### src/design/tbthd_pkg.sv
// package for the two-button tap/hold decoder
// holds event codes, per-button state type and the per-button update function
// no dependencies
`default_nettype none

package tbthd_pkg;

   // event codes carried in a response
   localparam logic [2:0] EV_OPEN_AUTO     = 3'd0;
   localparam logic [2:0] EV_OPEN_HOLD     = 3'd1;
   localparam logic [2:0] EV_OPEN_RELEASE  = 3'd2;
   localparam logic [2:0] EV_CLOSE_AUTO    = 3'd3;
   localparam logic [2:0] EV_CLOSE_HOLD    = 3'd4;
   localparam logic [2:0] EV_CLOSE_RELEASE = 3'd5;
   localparam logic [2:0] EV_CONFLICT      = 3'd6;

   // configuration port
   localparam int unsigned CSR_ADDR_W = 3;
   localparam int unsigned CSR_DATA_W = 32;
   localparam int unsigned WINDOW_W   = 16;
   localparam logic [WINDOW_W-1:0] WINDOW_RESET = 16'd500;

   localparam int unsigned TIME_W = 32;

   // state kept for one button
   typedef struct packed {
      logic              prev;
      logic              pending;
      logic              manual;
      logic [TIME_W-1:0] first_time;
   } btn_type;

   // outcome of handling one button
   typedef struct packed {
      btn_type    me;
      btn_type    other;
      logic       emit;
      logic [2:0] code;
   } btn_step_type;

   // edge handling then age check for one button
   function automatic btn_step_type button_step(
      input btn_type               me,
      input btn_type               other,
      input logic                  level,
      input logic [TIME_W-1:0]     now,
      input logic [WINDOW_W-1:0]   window,
      input logic [2:0]            auto_code,
      input logic [2:0]            hold_code,
      input logic [2:0]            release_code
   );
      btn_step_type      r;
      logic [TIME_W-1:0] win_ext;
      logic [TIME_W-1:0] age;
      win_ext = {{(TIME_W-WINDOW_W){1'b0}}, window};
      r.me    = me;
      r.other = other;
      r.emit  = 1'b0;
      r.code  = auto_code;
      // rising edge
      if (level && !me.prev) begin
         if (other.pending || other.manual) begin
            r.code          = EV_CONFLICT;
            r.emit          = 1'b1;
            r.me.pending    = 1'b0;
            r.me.manual     = 1'b0;
            r.other.pending = 1'b0;
            r.other.manual  = 1'b0;
         end else if (me.manual) begin
            r.code       = release_code;
            r.emit       = 1'b1;
            r.me.manual  = 1'b0;
            r.me.pending = 1'b0;
         end else if (!me.pending) begin
            r.me.first_time = now;
            r.me.pending    = 1'b1;
         end else if ((now - me.first_time) <= win_ext) begin
            r.code       = hold_code;
            r.emit       = 1'b1;
            r.me.manual  = 1'b1;
            r.me.pending = 1'b0;
         end
      end
      // pending click that has aged out
      age = now - r.me.first_time;
      if (r.me.pending && !r.me.manual && (age > win_ext)) begin
         r.code       = auto_code;
         r.emit       = 1'b1;
         r.me.pending = 1'b0;
      end
      r.me.prev = level;
      return r;
   endfunction

endpackage

`default_nettype wire

### src/design/tbthd_req_if.sv
// request channel interface: button levels and tick time
// depends on tbthd_pkg
`default_nettype none

interface tbthd_req_if
   import tbthd_pkg::*;
();
   logic              valid;
   logic              ready;
   logic              open_level;
   logic              close_level;
   logic [TIME_W-1:0] time_now;

   modport source (output valid, output open_level, output close_level, output time_now,
                   input ready);
   modport sink   (input valid, input open_level, input close_level, input time_now,
                   output ready);
endinterface

`default_nettype wire

### src/design/tbthd_rsp_if.sv
// response channel interface: event code and last-event flag
// no dependencies besides the language
`default_nettype none

interface tbthd_rsp_if ();
   logic       valid;
   logic       ready;
   logic [2:0] event_code;
   logic       last_event;

   modport source (output valid, output event_code, output last_event, input ready);
   modport sink   (input valid, input event_code, input last_event, output ready);
endinterface

`default_nettype wire

### src/design/two_button_tap_hold_decoder.sv
// latency: a request's first response is valid the cycle after acceptance
// throughput: one request per cycle while each gives at most one response and
//   rsp_chan.ready is high; a request with two responses stalls the next request
//   (two-entry response register, draining one response a cycle while ready)
// reset: synchronous, active high; clears button state, priming and the
//   response count, and sets window_ff to 500
// top level of the tap/hold decoder; uses tbthd_pkg, tbthd_req_if, tbthd_rsp_if
`default_nettype none

module two_button_tap_hold_decoder
   import tbthd_pkg::*;
(
   input  wire logic                  clock,
   input  wire logic                  reset,
   tbthd_req_if.sink                  req_chan,
   tbthd_rsp_if.source                rsp_chan,
   input  wire logic                  csr_psel,
   input  wire logic                  csr_penable,
   input  wire logic                  csr_pwrite,
   input  wire logic [CSR_ADDR_W-1:0] csr_paddr,
   input  wire logic [CSR_DATA_W-1:0] csr_pwdata,
   output logic      [CSR_DATA_W-1:0] csr_prdata,
   output logic                       csr_pready
);

   logic [WINDOW_W-1:0] window_ff;
   btn_type             open_ff, open_in;
   btn_type             close_ff, close_in;
   logic                primed_ff;
   logic [1:0]          count_ff, count_in;
   logic [2:0]          slot0_ff, slot0_in;
   logic [2:0]          slot1_ff, slot1_in;

   btn_step_type        open_step;
   btn_step_type        close_step;
   logic                req_fire;
   logic                rsp_fire;
   logic                csr_write;

   // configuration register
   assign csr_pready = 1'b1;
   assign csr_write  = csr_psel && csr_penable && csr_pwrite;
   assign csr_prdata = csr_paddr[CSR_ADDR_W-1] ? '0
                     : {{(CSR_DATA_W-WINDOW_W){1'b0}}, window_ff};

   always_ff @(posedge clock) begin
      if (reset) begin
         window_ff <= WINDOW_RESET;
      end else if (csr_write && !csr_paddr[CSR_ADDR_W-1]) begin
         window_ff <= csr_pwdata[WINDOW_W-1:0];
      end
   end

   // handshakes
   assign rsp_fire       = rsp_chan.valid && rsp_chan.ready;
   assign req_chan.ready = (count_ff == 2'd0) || ((count_ff == 2'd1) && rsp_chan.ready);
   assign req_fire       = req_chan.valid && req_chan.ready;

   // open button first, then close on the updated state
   always_comb begin
      open_step  = button_step(open_ff, close_ff, req_chan.open_level, req_chan.time_now,
                               window_ff, EV_OPEN_AUTO, EV_OPEN_HOLD, EV_OPEN_RELEASE);
      close_step = button_step(open_step.other, open_step.me, req_chan.close_level,
                               req_chan.time_now, window_ff,
                               EV_CLOSE_AUTO, EV_CLOSE_HOLD, EV_CLOSE_RELEASE);
   end

   // next button state and response register contents
   always_comb begin
      open_in  = open_ff;
      close_in = close_ff;
      count_in = count_ff;
      slot0_in = slot0_ff;
      slot1_in = slot1_ff;
      // drain one response
      if (rsp_fire) begin
         count_in = count_ff - 2'd1;
         slot0_in = slot1_ff;
      end
      if (req_fire) begin
         if (!primed_ff) begin
            open_in.prev  = req_chan.open_level;
            close_in.prev = req_chan.close_level;
            count_in      = 2'd0;
         end else begin
            open_in  = close_step.other;
            close_in = close_step.me;
            count_in = {1'b0, open_step.emit} + {1'b0, close_step.emit};
            slot0_in = open_step.emit ? open_step.code : close_step.code;
            slot1_in = close_step.code;
         end
      end
   end

   always_ff @(posedge clock) begin
      if (reset) begin
         open_ff   <= '0;
         close_ff  <= '0;
         primed_ff <= 1'b0;
         count_ff  <= 2'd0;
      end else begin
         open_ff  <= open_in;
         close_ff <= close_in;
         count_ff <= count_in;
         if (req_fire) begin
            primed_ff <= 1'b1;
         end
      end
   end

   // response payload needs no reset
   always_ff @(posedge clock) begin
      slot0_ff <= slot0_in;
      slot1_ff <= slot1_in;
   end

   assign rsp_chan.valid      = (count_ff != 2'd0);
   assign rsp_chan.event_code = slot0_ff;
   assign rsp_chan.last_event = (count_ff == 2'd1);

`ifndef SYNTHESIS
   // a conflict clears both buttons, so nothing can follow it
   a_conflict_last: assert property (@(posedge clock) disable iff (reset)
      rsp_chan.valid && (rsp_chan.event_code == EV_CONFLICT) |-> rsp_chan.last_event)
      else $error("conflict response not marked last");

   // a button is never pending and in manual mode at once
   a_open_exclusive: assert property (@(posedge clock) disable iff (reset)
      !(open_ff.pending && open_ff.manual))
      else $error("open button pending and manual together");

   a_close_exclusive: assert property (@(posedge clock) disable iff (reset)
      !(close_ff.pending && close_ff.manual))
      else $error("close button pending and manual together");

   // no request taken while two responses wait
   a_full_stall: assert property (@(posedge clock) disable iff (reset)
      (count_ff == 2'd2) |-> !req_chan.ready)
      else $error("request accepted with full response register");

   // the priming request gives no response
   a_prime_silent: assert property (@(posedge clock) disable iff (reset)
      req_fire && !primed_ff |=> (count_ff == 2'd0))
      else $error("priming request produced a response");
`endif

endmodule

`default_nettype wire
### src/flat_wrapper.sv
// flat-port wrapper written by rule: the top's interface ports become plain ports
module two_button_tap_hold_decoder_flat import tbthd_pkg::*;
  (clock, reset, csr_psel, csr_penable, csr_pwrite, csr_paddr, csr_pwdata, csr_prdata, csr_pready, req_chan_valid, req_chan_open_level, req_chan_close_level, req_chan_time_now, req_chan_ready, rsp_chan_valid, rsp_chan_event_code, rsp_chan_last_event, rsp_chan_ready);
  tbthd_req_if req_chan_i ();
  tbthd_rsp_if rsp_chan_i ();
  input  wire logic clock;
  input  wire logic reset;
  input  wire logic csr_psel;
  input  wire logic csr_penable;
  input  wire logic csr_pwrite;
  input  wire logic [CSR_ADDR_W-1:0] csr_paddr;
  input  wire logic [CSR_DATA_W-1:0] csr_pwdata;
  output logic      [CSR_DATA_W-1:0] csr_prdata;
  output logic csr_pready;
  input wire logic [$bits(req_chan_i.valid)-1:0] req_chan_valid;
  input wire logic [$bits(req_chan_i.open_level)-1:0] req_chan_open_level;
  input wire logic [$bits(req_chan_i.close_level)-1:0] req_chan_close_level;
  input wire logic [$bits(req_chan_i.time_now)-1:0] req_chan_time_now;
  output wire logic [$bits(req_chan_i.ready)-1:0] req_chan_ready;
  output wire logic [$bits(rsp_chan_i.valid)-1:0] rsp_chan_valid;
  output wire logic [$bits(rsp_chan_i.event_code)-1:0] rsp_chan_event_code;
  output wire logic [$bits(rsp_chan_i.last_event)-1:0] rsp_chan_last_event;
  input wire logic [$bits(rsp_chan_i.ready)-1:0] rsp_chan_ready;
  assign req_chan_i.valid = req_chan_valid;
  assign req_chan_i.open_level = req_chan_open_level;
  assign req_chan_i.close_level = req_chan_close_level;
  assign req_chan_i.time_now = req_chan_time_now;
  assign req_chan_ready = req_chan_i.ready;
  assign rsp_chan_valid = rsp_chan_i.valid;
  assign rsp_chan_event_code = rsp_chan_i.event_code;
  assign rsp_chan_last_event = rsp_chan_i.last_event;
  assign rsp_chan_i.ready = rsp_chan_ready;
  two_button_tap_hold_decoder u_core (.clock(clock), .reset(reset), .req_chan(req_chan_i), .rsp_chan(rsp_chan_i), .csr_psel(csr_psel), .csr_penable(csr_penable), .csr_pwrite(csr_pwrite), .csr_paddr(csr_paddr), .csr_pwdata(csr_pwdata), .csr_prdata(csr_prdata), .csr_pready(csr_pready));
endmodule
### config.mk
export PLATFORM = sky130hd
export DESIGN_NAME = two_button_tap_hold_decoder_flat
export DESIGN_NICKNAME = d
export VERILOG_FILES = /design/src/design/tbthd_pkg.sv /design/src/design/tbthd_req_if.sv /design/src/design/tbthd_rsp_if.sv /design/src/design/two_button_tap_hold_decoder.sv /design/src/flat_wrapper.sv
export SDC_FILE = /design/constraint.sdc
export NUM_CORES = 1
export LEC_CHECK = 0
export ABC_AREA = 1
export BUFFER_PORTS_ARGS = -buffer_cell sky130_fd_sc_hd__buf_2
export CAP_MARGIN = 20
export CORE_UTILIZATION = 50
export DETAILED_ROUTE_END_ITERATION = 16
export PLACE_DENSITY = 0.76
export SLEW_MARGIN = 20
export SYNTH_ARGS = -nofsm -noshare
export SYNTH_HDL_FRONTEND = slang
export SYNTH_SLANG_ARGS = --single-unit
export TNS_END_PERCENT = 5
### constraint.sdc
create_clock -name clock -period 10.2 [get_ports clock]
set_clock_uncertainty 0.15 [all_clocks]
set_input_delay 0.51 -clock clock [delete_from_list [all_inputs] [get_ports clock]]
set_output_delay 0.51 -clock clock [all_outputs]
set_load 0.005 [all_outputs]
* Word-level counts from Yosys, hierarchy flattened
Cells that the tools add are included.
** Word-level totals
- Register bits :: 95
- Bits of input ports :: 76
** Cells by class
- Add/subtract/negate cells :: 6
- Magnitude comparators :: 4
- Equality and inequality tests :: 1
- Mux-type cells :: 44
- Reductions and logical operators :: 24
** Operator list (count)
- $mux W32 :: 6
- $sub A32 B32 Y32 :: 4
- $mux W34 :: 2
- $gt A32 B16 Y1 :: 2
- $le A32 B16 Y1 :: 2
- $mux W4 :: 12
- $mux W2 :: 13
- $mux W16 :: 1
- $logic_and A1 B1 Y1 :: 12
- $mux W3 :: 4
- $mux W1 :: 6
- $logic_not A1 Y1 :: 5
- $reduce_bool A2 Y1 :: 2
- $logic_or A1 B1 Y1 :: 3
- $add A1 B1 Y2 :: 1
- $eq A2 B1 Y1 const B :: 1
- $logic_not A2 Y1 :: 1
- $reduce_and A2 Y1 :: 1
- $sub A2 B1 Y2 const B :: 1

* Depth between registers and ports, before layout
Gate-level depths: netlist (run 1).
- Depth in word-level cells :: 21
- Depth in mapped cells :: 69
- Gate-level depth less buffers :: 67

* Worst setup path before layout (run 1)
OpenSTA, ideal clock, no wires.
- Kind :: input-to-reg
- Start point :: in req_chan_open_level
- End point :: reg u_core.count_ff[0]
- Library setup time :: 0.109 ns
- Data arrival time :: 8.156 ns
- Required time :: 9.941 ns
- Setup slack :: 1.786 ns
- Stages :: 63
- Path through :: inv_1 -> nor2_1 -> nand3_1 -> clkbuf_1 -> o21ai_0 -> ha_1 -> inv_1 -> fa_1 -> nand2_1 -> nand2_1 -> nand3_1 -> nand2_1 -> nand2_1 -> nand2_1 -> xor2_1 -> ha_1 -> nand2_1 -> nor3_1 -> [27 not listed] -> inv_1 -> nand3_1 -> nor3_1 -> nand4_1 -> nand2_1 -> nand2_1 -> inv_1 -> nand2_1 -> nor2_1 -> nand2_1 -> nor2_1 -> nand3_1 -> nand2_1 -> nand2_1 -> ha_1 -> a221oi_1 -> a211o_1 -> inv_1
** RTL lines
- from (decl) :: line flat_wrapper.sv:16 : input wire logic [$bits(req_chan_i.open_level)-1:0] req_chan_open_level;
- to (signal assigned) :: line two_button_tap_hold_decoder.sv:104 : count_ff <= count_in;
- to (decl) :: line two_button_tap_hold_decoder.sv:30 : logic [1:0] count_ff, count_in;

==> results of run 1 <==
-- kinds of logic (layout without fill, tap and decap cells) --
family                     count (synthesis)  count (layout)  share of synthesized area
AOI/OAI and AO/OA                        471             471                      0.180
xor gates and xnor gates                  71              71                     0.0435
adders and majority gates                192             192                      0.170
buffers and inverters                    490             536                      0.134
DFF                                       95              95                      0.135
other                                      2              17                   0.000526
and+or+nand+nor                         1169            1169                      0.337
-- routing by layer --
layer / up-vias / share of wire
met5: - / 0.00026
met1: 6945 / 0.43
met4: 2 / 0.045
met2: 537 / 0.47
met3: 114 / 0.062
li1: 8050 / -
-- state kept, by name, summed over array words and instances, names as in the netlist --
register                    cells
u_core.rsp_chan.event_code      3
u_core.slot1_ff                 3
u_core.window_ff               16
u_core.close_ff                35
u_core.open_ff                 35
u_core.primed_ff                1
u_core.count_ff                 2
-- stage by stage --
stage          instance area, sq um  utilization  instances  total power, W
6_report                      15300        0.547       2929         0.00272
5_1_grt                       15300        0.547       2929         0.00300
4_1_cts                       15300        0.547       2929         0.00269
3_5_place_dp                  15000        0.537       2913         0.00235
3_3_place_gp                  15000        0.537       2913         0.00230
2_1_floorplan                 14300            -       2505         0.00190
-- cell usage in the layout, fill, tap and decap left out, drive strengths merged, types with 3 or more instances in the layout --
cell type,count
dfxtp,92
o21bai,7
inv,433
conb,17
o221ai,4
nand4,29
or2,3
clkbuf,9
clkinv,7
xnor2,20
ha,188
a211oi,6
and2,3
buf,86
edfxtp,3
nor3,21
xor2,51
nor2,225
a21o,5
nand3b,11
o21a,6
fa,4
o211ai,8
a21oi,227
o21ai,187
nand3,108
nand2,765
a21boi,5
-- worst max path at each step --
| stage | endpoint | slack, ns | cells past startpoint |
|---|---|---|---|
| floorplan | u_core.count_ff[0] | 1.79 | 63 |
| global placement | u_core.count_ff[0] | 0.79 | 64 |
| detailed placement | u_core.count_ff[0] | 0.57 | 64 |
| CTS | u_core.count_ff[0] | 0.64 | 63 |
| global route | u_core.count_ff[0] | 0.04 | 63 |
| finish | u_core.count_ff[0] | 0.71 | 63 |
-- power by group through the flow --
stage | sequential, W | combinational, W | clock (W)
floorplan | 0.000436 | 0.00146 | 0
global placement | 0.000437 | 0.00187 | 0
detailed placement | 0.000439 | 0.00191 | 0
CTS | 0.000430 | 0.00192 | 0.000342
global route | 0.000435 | 0.00221 | 0.000357
finish | 0.000431 | 0.00195 | 0.000341
-- area by class of cell --
cell class | count | area share
Clock buffer | 9 | 0.0147
Clock inverter | 7 | 0.00409
Inverter | 434 | 0.107
Multi-Input combinational cell | 1920 | 0.688
Sequential cell | 95 | 0.126
Tap cell | 378 | 0.0309
Timing Repair Buffer | 86 | 0.0295
-- critical path, delay by kind of cell, from the launching register on --
family | cells | cell delay (ns)
DFF | 1 | 0.32
AOI/OAI and AO/OA | 7 | 1.68
and+or+nand+nor | 43 | 4.87
adders and majority gates | 6 | 1.79
buffers and inverters | 5 | 0.36
xor gates and xnor gates | 2 | 0.23
==> flow_metrics.env, run 1 <==
export IMPL_avgSynthCellArea_sq_um=5.74
export IMPL_syn_inst=2490
export IMPL_irDropWorstVdd_mv=0.108
export IMPL_start_util=0.511
export IMPL_drc_errors=0
export IMPL_worstSetupStartpointType="flop"
export IMPL_p_per_area_nw_per_um2=178
export IMPL_use_met1=0.382
export IMPL_ant_nets=0
export IMPL_grt_util_met3=0.0354
export IMPL_synth_common_cells="nand2_1 (750), inv_1 (416), a21oi_1 (224), nor2_1 (212), ha_1 (188)"
export IMPL_yosysMostFrequentCell="nand2_1"
export IMPL_async_flop_share=0
export IMPL_antenna_found_initial=1
export IMPL_first_pass_iters=5
export IMPL_track_usage=0.315
export IMPL_ioPinCount=115
export IMPL_die_area_sq_um=29300
export IMPL_clkPwrFrac=0.125
export IMPL_dp_hpwl_mm=37.6
export IMPL_postCtsResizedCells=0
export IMPL_cts_buffers=9
export IMPL_synth_seq_cells=95
export IMPL_gp_congestion=0.964
export IMPL_core_area_sq_um=27900
export IMPL_grt_pass1_vias=13900
export IMPL_fillers=2989
export IMPL_ctsHoldBuffers=0
export IMPL_seq_area_frac_synth=0.135
export IMPL_grt_pass1_wl_mm=70.9
export IMPL_ys_types=58
export IMPL_grt_max_degree=76
export IMPL_clkTransAtPathRegs_ns=0.07
export IMPL_die_w_microns=171
export IMPL_worst_path_most_repeated_cell="nand2_1"
export IMPL_antenna_cells=0
export IMPL_timing_critical_path_from="u_core.close_ff[33]"
export IMPL_portBuffers=79
export IMPL_setup_tns_ns=0
export IMPL_final_period_utilization=0.930
export IMPL_path_max_fanout=21
export IMPL_worstSetupPathType="reg2reg"
export IMPL_required_ns=10.31
export IMPL_r2r_end="u_core.count_ff[0]"
export IMPL_synth_ff_type="dfxtp_1"
export IMPL_p_sw_frac=0.532
export IMPL_rows=61
export IMPL_grtUsageMet2=0.559
export IMPL_whs_ns=0.219
export IMPL_cts_tree="done"
export IMPL_die_h_microns=171
export IMPL_synth_edf_count=3
export IMPL_cts_root_buf="clkbuf_16"
export IMPL_drv_cap=0
export IMPL_setup_ws_ns=0.710
export IMPL_first_iter_violations=1181
export IMPL_cp_end_kind="flop"
export IMPL_crit_path_max_incr_delay_ns=0.45
export IMPL_fin_crit_ns=9.49
export IMPL_cp_data_arrival_time_ns=9.60
export IMPL_avgViaCountPerCell=5.34
export IMPL_via_count=15600
export IMPL_yosysWarnings=0
export IMPL_hold_depth=3
export IMPL_yosysTopAreaCellShare=0.197
export IMPL_status="completed"
export IMPL_wl_mm=46.3
export IMPL_cts_htree_levels=3
export IMPL_dp_slack_ns=0.570
export IMPL_slowest_stage="fa_1"
export IMPL_synthToLayoutAreaGrowth_pct=7.00
export IMPL_fmax_ghz=0.105
export IMPL_hold_end="u_core.window_ff[4]"
export IMPL_switchingPower_w=0.00145
export IMPL_clk_latency_ns=0.36
export IMPL_rsz0062_at_grt="no"
export IMPL_slew_violations=0
export IMPL_tightest_slew_ns=0.794
export IMPL_relSlewSlack=0.469
export IMPL_r2r_start="u_core.close_ff[33]"
export IMPL_comb_power_share=0.716
export IMPL_post_cts_setup_buffers=0
export IMPL_hold_viol=0
export IMPL_top_usage_layer="met2"
export IMPL_netlist_area_sq_um=14300
export IMPL_rrSetupSlack_ns=0.71
export IMPL_p_int_w=0.00127
export IMPL_final_setup_viol_count=0
export IMPL_cts_buffer_depth=2
export IMPL_synth_top_area_cell="nand2_1"
export IMPL_synthTopCellsByArea="nand2_1 (20%), ha_1 (16%), dfxtp_1 (13%)"
export IMPL_min_delay_start="csr_pwdata[4]"
export IMPL_wl_per_cell_microns=15.8
export IMPL_seqPwrFrac=0.158
export IMPL_min_path_type="in2reg"
export IMPL_clock_sinks=95
export IMPL_ff2ff_path_depth=63
export IMPL_multi_input_area_sq_um=10500
export IMPL_drive_gt1_frac=0.0643
export IMPL_total_leakage_power_nw=8.22
export IMPL_overflow=0
export IMPL_final_nets=2814
export IMPL_seqCellArea_sq_um=1930
(Power assumes the default switching activity.)
==> run 2: changes to the inputs <==
--- a/config.mk
+++ b/config.mk
@@ -9,6 +9,7 @@
 export BUFFER_PORTS_ARGS = -buffer_cell sky130_fd_sc_hd__buf_2
 export CAP_MARGIN = 20
 export CORE_UTILIZATION = 50
+export CTS_BUF_LIST = sky130_fd_sc_hd__clkbuf_8
 export DETAILED_ROUTE_END_ITERATION = 16
 export PLACE_DENSITY = 0.76
 export SLEW_MARGIN = 20
==> run 2 against run 1 <==
Compared with the run above:
- largest power group unchanged
- clock power decreased by 26%
- combinational power about the same
- wire length shrank 0.14%
- maximum frequency increased by 0.39%
- non-clock buffer count unchanged
- sequential power about the same
- sequential share of layout area up 0.084 points
- final area decreased by 0.66%
- critical path type unchanged
- critical path depth unchanged
==> flow_metrics.env, run 2 (synthesis results as in run 1) <==
export IMPL_status="completed"
export IMPL_fmax_ghz=0.106
export IMPL_p_per_area_nw_per_um2=173
export IMPL_grtUsageMet2=0.555
export IMPL_clk_latency_ns=0.40
export IMPL_r2r_end="u_core.count_ff[0]"
export IMPL_worstSetupPathType="reg2reg"
export IMPL_irDropWorstVdd_mv=0.105
export IMPL_slew_violations=0
export IMPL_r2r_start="u_core.close_ff[33]"
export IMPL_cp_data_arrival_time_ns=9.60
export IMPL_ioPinCount=115
export IMPL_cts_htree_levels=3
export IMPL_fillers=3007
export IMPL_placed_area_sq_um=15000
export IMPL_relSlewSlack=0.468
export IMPL_min_delay_start="csr_pwdata[4]"
export IMPL_placed_cells=2913
export IMPL_drc_errors=0
export IMPL_worst_path_most_repeated_cell="nand2_1"
export IMPL_layout_commonest_cell="nand2_1"
export IMPL_cts_buffers=9
export IMPL_start_util=0.511
export IMPL_antenna_cells=0
export IMPL_grt_pass1_wl_mm=70.7
export IMPL_synthToLayoutAreaGrowth_pct=6.29
export IMPL_switchingPower_w=0.00143
export IMPL_first_pass_iters=6
export IMPL_final_setup_viol_count=0
export IMPL_cp_end_kind="flop"
export IMPL_final_cell_mix="nand2_1 (750), inv_1 (416), a21oi_1 (224)"
export IMPL_hold_end="u_core.window_ff[4]"
export IMPL_use_met1=0.382
export IMPL_cts_tree="done"
export IMPL_clkTransAtPathRegs_ns=0.11
export IMPL_p_sw_frac=0.545
export IMPL_rows=61
export IMPL_wl_per_cell_microns=15.8
export IMPL_rsz0062_at_grt="no"
export IMPL_stdcell_area_sq_um=15200
export IMPL_ant_nets=0
export IMPL_die_area_sq_um=29300
export IMPL_slowest_stage="fa_1"
export IMPL_grt_pass1_vias=13800
export IMPL_gp_congestion=0.964
export IMPL_setup_tns_ns=0
export IMPL_final_period_utilization=0.927
export IMPL_clkPwrFrac=0.097
export IMPL_antenna_found_initial=1
export IMPL_min_path_type="in2reg"
export IMPL_die_h_microns=171
export IMPL_via_count=15600
export IMPL_top_usage_layer="met2"
export IMPL_ctsHoldBuffers=0
export IMPL_reg_top3="u_core.close_ff: 35 flops, u_core.open_ff: 35 flops, u_core.window_ff: 16 flops"
export IMPL_crit_path_max_incr_delay_ns=0.45
export IMPL_core_area_sq_um=27900
export IMPL_crit_family="simple AND/OR/NAND/NOR gates"
export IMPL_fin_crit_ns=9.45
export IMPL_hold_depth=3
export IMPL_wl_mm=46.2
export IMPL_overflow=0
export IMPL_avgViaCountPerCell=5.32
export IMPL_cp_buffers_inverters=5
export IMPL_multi_input_area_sq_um=10500
export IMPL_grt_util_met3=0.0345
export IMPL_dp_hpwl_mm=37.6
export IMPL_final_cell_count_no_fill=2929
export IMPL_die_w_microns=171
export IMPL_total_leakage_power_nw=8.17
export IMPL_comb_power_share=0.740
export IMPL_final_nets=2814
export IMPL_grt_max_degree=76
export IMPL_track_usage=0.314
export IMPL_clock_sinks=95
export IMPL_drive_gt1_frac=0.0643
export IMPL_cts_buffer_depth=2
export IMPL_portBuffers=79
export IMPL_required_ns=10.35
export IMPL_cts_root_buf="clkbuf_8"
export IMPL_seqCellArea_sq_um=1930
export IMPL_first_iter_violations=1174
export IMPL_worstSetupStartpointType="flop"
export IMPL_rrSetupSlack_ns=0.75
export IMPL_p_int_w=0.00120
export IMPL_path_max_fanout=21
export IMPL_hold_viol=0
export IMPL_ff2ff_path_depth=63
export IMPL_drv_cap=0
export IMPL_tightest_slew_ns=0.794
export IMPL_seqPwrFrac=0.164
run 2: cell counts in the layout (fill, tap and decap cells not counted):
No cell type changed its count.
run 2: worst max-delay path by stage:
stage,startpoint,to,slack (ns),cells past startpoint
floorplan,req_chan_open_level,u_core.count_ff[0],1.79,63
global placement,req_chan_open_level,u_core.count_ff[0],0.79,64
global route,u_core.close_ff[33],u_core.count_ff[0],0.04,63
detailed placement,req_chan_open_level,u_core.count_ff[0],0.57,64
finish,u_core.close_ff[33],u_core.count_ff[0],0.75,63
CTS,u_core.close_ff[33],u_core.count_ff[0],0.65,63
run 2: metrics by stage:
step / util / setup WS [ns] / total power, W / hold slack (ns)
finish: 0.544 / 0.746 / 0.00263 / 0.181
global route: 0.544 / 0.0381 / 0.00291 / 0.186
CTS: 0.543 / 0.654 / 0.00261 / 0.171
detailed placement: 0.537 / 0.570 / 0.00235 / 0.329
global placement: 0.537 / 0.788 / 0.00230 / 0.299
floorplan: - / 1.79 / 0.00190 / 0.286
run 2: routing by layer:
| metal | wire [microns] | share of wire | up-vias |
|---|---|---|---|
| met2 | 21600 | 0.47 | 498 |
| li1 | - | - | 8050 |
| met4 | 2010 | 0.044 | 2 |
| met3 | 2710 | 0.059 | 110 |
| met1 | 19900 | 0.43 | 6933 |
| met5 | 12 | 0.00026 | - |
run 2: area by class of cell:
cell class              instances  share of cell area
repair buffers                 86              0.0297
clock buffers                   9             0.00816
well taps                     378              0.0311
clock inverters                 7             0.00412
multi-input cells            1920               0.692
flip-flops and latches         95               0.127
inverters                     434               0.107
run 2: timing repair:
action,CTS,global route
endpoints found under the hold margin,0,0
setup endpoints to repair,0,2
gates resized for setup,0,4
setup buffers,0,0
run 2: worst register-to-register path, delay by kind of cell, from the launching register on:
family / cells / cell delay [ns]
AO/OA/AOI/OAI: 7 / 1.68
AND/OR/NAND/NOR: 43 / 4.86
XOR/XNOR: 2 / 0.23
flip-flops: 1 / 0.33
adder cells (fa/ha/maj): 6 / 1.80
buffers and inverters: 5 / 0.35
run 2: power groups by stage:
stage | logic (W) | registers, W | clock network, W
after CTS | 0.00192 | 0.000430 | 0.000255
final | 0.00195 | 0.000431 | 0.000254
after detailed placement | 0.00191 | 0.000439 | 0
after global routing | 0.00221 | 0.000436 | 0.000270
after floorplan | 0.00146 | 0.000436 | 0
after global placement | 0.00187 | 0.000437 | 0
